--- src/ppi_pkg.sv ---
package ppi_pkg;

    localparam int PIXEL_W = 32;
    localparam int IDX_W   = 9;

    // control flags that travel with a pixel down the cell chain
    typedef struct packed {
        logic valid;
        logic clear;
        logic done;
        logic fresh;
    } tok_ctrl_t;

endpackage

--- src/ppi_cell.sv ---
module ppi_cell #(
    parameter int CELL_INDEX = 0,
    parameter int PIXEL_BITS = 32,
    parameter int IW         = 9
) (
    input  logic                      clk,
    input  logic                      rst_n,
    input  logic                      en,
    input  ppi_pkg::tok_ctrl_t        ctrl_up,
    input  logic [PIXEL_BITS-1:0]     pix_up,
    input  logic [IW-1:0]             idx_up,
    input  logic [IW-1:0]             cnt_up,
    output ppi_pkg::tok_ctrl_t        ctrl_dn,
    output logic [PIXEL_BITS-1:0]     pix_dn,
    output logic [IW-1:0]             idx_dn,
    output logic [IW-1:0]             cnt_dn
);

    localparam logic [IW-1:0] MY_INDEX = IW'(CELL_INDEX + 1);

    logic [PIXEL_BITS-1:0] colour_reg;
    logic                  occ_reg;
    logic                  occ_next;
    ppi_pkg::tok_ctrl_t    ctrl_reg;
    ppi_pkg::tok_ctrl_t    ctrl_next;
    logic [PIXEL_BITS-1:0] pix_reg;
    logic [IW-1:0]         idx_reg;
    logic [IW-1:0]         idx_next;
    logic [IW-1:0]         cnt_reg;
    logic [IW-1:0]         cnt_next;
    logic                  occ_eff;
    logic                  match;
    logic                  claim;

    // a clearing pixel empties each cell as it passes
    assign occ_eff = occ_reg && !ctrl_up.clear;
    assign match   = ctrl_up.valid && occ_eff && !ctrl_up.done && (colour_reg == pix_up);
    assign claim   = ctrl_up.valid && !occ_eff && !ctrl_up.done;

    always_comb
    begin
        ctrl_next       = ctrl_up;
        ctrl_next.done  = ctrl_up.done || match || claim;
        ctrl_next.fresh = ctrl_up.fresh || claim;
        idx_next        = (match || claim) ? MY_INDEX : idx_up;
        cnt_next        = cnt_up + IW'(occ_eff || claim);
        occ_next        = occ_reg;
        if (ctrl_up.valid)
        begin
            occ_next = occ_eff || claim;
        end
    end

    always_ff @(posedge clk or negedge rst_n)
    begin
        if (!rst_n)
        begin
            occ_reg  <= 1'b0;
            ctrl_reg <= '0;
        end
        else if (en)
        begin
            occ_reg  <= occ_next;
            ctrl_reg <= ctrl_next;
        end
    end

    always_ff @(posedge clk)
    begin
        if (en)
        begin
            pix_reg <= pix_up;
            idx_reg <= idx_next;
            cnt_reg <= cnt_next;
            if (claim)
            begin
                colour_reg <= pix_up;
            end
        end
    end

    assign ctrl_dn = ctrl_reg;
    assign pix_dn  = pix_reg;
    assign idx_dn  = idx_reg;
    assign cnt_dn  = cnt_reg;

endmodule

--- config.mk ---
export PLATFORM = sky130hd
export DESIGN_NAME = ppi_cell
export DESIGN_NICKNAME = d
export VERILOG_FILES = /design/src/ppi_pkg.sv /design/src/ppi_cell.sv
export SDC_FILE = /design/constraint.sdc
export NUM_CORES = 1
export LEC_CHECK = 0
export ABC_AREA = 1
export BUFFER_PORTS_ARGS = -buffer_cell sky130_fd_sc_hd__buf_2
export CORE_MARGIN = 2
export CORE_UTILIZATION = 45
export DETAILED_ROUTE_END_ITERATION = 16
export PLACE_DENSITY_LB_ADDON = 0.2
export SLEW_MARGIN = 5
export SYNTH_ARGS = -nofsm -noshare
export SYNTH_HDL_FRONTEND = slang
export SYNTH_SLANG_ARGS = --single-unit
--- constraint.sdc ---
create_clock -name clk -period 3.3 [get_ports clk]
set_input_delay 0.33 -clock clk [delete_from_list [all_inputs] [get_ports clk]]
set_output_delay 0.33 -clock clk [all_outputs]
set_load 0.01 [all_outputs]
==> out/metrics.csv <==
metric,value,unit
endpoints failing setup,0,
Die Area,8160,µm²
DPL Wire Length,4030,µm
sequential area share after synthesis,77.1,%
"top cells by area, synth","edfxtp_1 (73%), xnor2_1 (5.0%), xor2_1 (3.9%), dfrtp_1 (3.7%), nand2_1 (3.0%)",
RSZ-0062 raised after global routing,no,
critical path class,reg2reg,
clock skew,0.00795,ns
Syn Inst Count,224,
cell leakage power,0.00176,µW
largest area contributor in the netlist,edfxtp_1,
antenna cells,0,
global placement routability congestion,0.704,
share of layout cells above drive strength 1,38.9,%
core region area,7250,µm²
die span in y,90.3,µm
GRT Overall Usage,13.9,%
fin crit share,56.8,%
Logic pwr share,10.3,%
Clock transition at path regs,0.08,ns
setup TNS,0,ns
fraction of registers with async set/reset,5.75,%
synthesized flop and latch total,87,
Mapped Nets,283,
Worst path top cell family by delay,simple AND/OR/NAND/NOR gates,
Iter 0 DRT Violations,87,
clock share of power,28.4,%
Post-synth top cells,"edfxtp_1 (82), nand2_1 (27), nor2_1 (25)",
crit-path max cell delay,0.79,ns
Pre-antenna DRT Iters,3,
clock sink count,87,
port bufs,110,
Inserted Clock Buffers,9,
Ports,111,
fin crit period,1.87,ns
Register Area,2590,µm²
Routed Antenna Nets,0,
post-synthesis cell area,3350,µm²
gr ovfl total,0,
Final Slew Violations,0,
placed cell area,4040,µm²
sequential share of power,61.3,%
multiplexer share of the synthesized area,0.336,%
vias,1979,
largest net degree at the start of global routing,54,
busiest grt layer,met2,
initial core utilization,46.2,%
Arrival @ worst endpoint,1.84,ns
cell internal pwr,1640,µW
final-report hold violation count,0,
Buffers & Inverters on Critical Path,0,
CP max FO,32,
"Data required, critical path",3.26,ns
design area,4210,µm²
combinational family with the most area after synthesis,simple AND/OR/NAND/NOR gates,
sw frac,22.9,%
met2 usage,22.7,%
adder-cell share of the synthesized area,0.746,%
non-filler instance count after layout,449,
pwr dens,507,nW/µm²
first-pass GRT wire length,8820,µm
"Cell Chain, Critical Path",nand2_2 > nand3_1 > nor2_4,
critical path's slowest cell,nor2_4,
most common cell in the synthesized netlist,edfxtp_1,
width of the die,90.3,µm
post-synth top area share,73.4,%
critical path launch point type,register,
Fill cells,622,
area grow syn2layout,25.4,%
clk buf depth,2,
multi-input logic area,681,µm²
Yosys warning count,0,
worst skew pair latency,0.34,ns
GR Util met1,16.5,%
outcome,"complete, no violations",
worst rel slew slack,37.4,%
Synth Area in Compound Gates,0.298,%
H-tree depth,3,
max-cap violation count,0,
vias in the first global route,1978,
Post-synth EDFFs,82,
vias per cell,4.41,
maximum vdd drop,294,µV
number of setup buffers added after CTS,0,
Tightest Pin Transition,0.937,ns
Main synth FF type,edfxtp_1,
XOR/XNOR Fraction of Synth Area,8.88,%
Total Routed Length,5660,µm
Hold Worst Slack,0.204,ns
syn avg cell area,15.0,µm²
placed insts,434,
Netlist cell types,22,
# nets final,406,
hold crit path type,in2reg,
crit end category,register,
Fmax achieved,534,MHz
grt met3 use,5.26,%
initial antenna violation count,0,
Routed WL per cell,12.6,µm
CTS tree,built,
CTS root buffer,clkbuf_8,
net switching power figure,488,µW
row count,31,
simple-gate share of the synthesized area,9.81,%
DRC viols,0,
-- layout make-up --
cell class | count | share of cell area, %
clock buffer | 10 | 3.03
clock inverter | 4 | 0.595
inverter | 25 | 2.23
multi-input combinational | 112 | 16.2
sequential | 87 | 61.5
tap | 99 | 2.94
timing repair buffer | 112 | 13.5
-- final timing paths --
| kind | startpoint | end | slack (ns) | cells after the start |
|---|---|---|---|---|
| worst min-delay path | pix_up[23] | pix_dn[23]$_DFFE_PP_ | 0.20 | 1 |
| worst max-delay path | occ_reg$_DFFE_PN0P_ | colour_reg[8]$_DFFE_PP_ | 1.43 | 3 |
| worst min register to register | ctrl_dn[3]$_DFFE_PN0P_ | ctrl_dn[3]$_DFFE_PN0P_ | 0.50 | 2 |
| min in group asynchronous | rst_n | occ_reg$_DFFE_PN0P_ | 0.33 | 2 |
| worst max register to register | occ_reg$_DFFE_PN0P_ | colour_reg[8]$_DFFE_PP_ | 1.43 | 3 |
| max in group asynchronous | rst_n | ctrl_dn[2]$_DFFE_PN0P_ | 2.84 | 2 |
-- through the flow --
step	util (%)	power [µW]	setup slack [ns]
after floorplan	-	1430	0.868
after global placement	55.8	1550	1.38
after detailed placement	55.8	1550	1.33
after CTS	58.0	2160	1.38
after global routing	58.0	2220	1.31
final	58.0	2130	1.43
-- power by group through the flow --
stage	clock network, µW	registers, µW	logic (µW)
after global routing	658	1310	245
after detailed placement	0	1330	224
final	605	1310	220
after CTS	624	1310	225
after global placement	0	1330	220
after floorplan	0	1360	66.7
-- placed cells by master (no fill, tap or decap) --
cell type	instances
nand2_1	27
mux2_2	1
clkinvlp_4	1
nor3_2	1
nand3_2	1
nor3_1	2
nor2_4	1
xor2_1	15
xnor2_1	19
edfxtp_1	82
ha_1	2
dlygate4sd3_1	1
or2_1	1
nand2_2	2
nand2_4	1
or2_2	1
clkinv_1	1
clkinv_4	1
clkbuf_8	9
a21oi_1	1
nand3_1	6
nand4_1	2
buf_4	1
inv_2	1
inv_1	24
nor2_1	24
buf_2	110
clkbuf_1	1
nor2_2	4
o21ai_0	1
clkinv_2	1
dfrtp_1	5
-- metal layers --
layer / part of all wire (%) / wire length [µm]
met1: 44 / 2490
met2: 46 / 2620
met3: 8.0 / 451
met4: 1.7 / 98
met5: 0 / 0
-- logic make-up after synthesis --
family,Yosys count
DFF,87
and+or+nand+nor,73
buffers and inverters,25
xor gates and xnor gates,34
AOI/OAI and AO/OA,2
muxes,1
adders and majority gates,2
-- repair_timing --
item / CTS / global route
hold endpoints to repair: 5 / 0
hold buffers: 1 / 0
resized for setup: 0 / 0
-- worst register-to-register path, delay by kind of cell, from the launching register on --
kind | cells | cell delay, ns
and+or+nand+nor | 3 | 1.10
DFF | 1 | 0.39
Note: power is estimated with default switching activity, not from simulation.
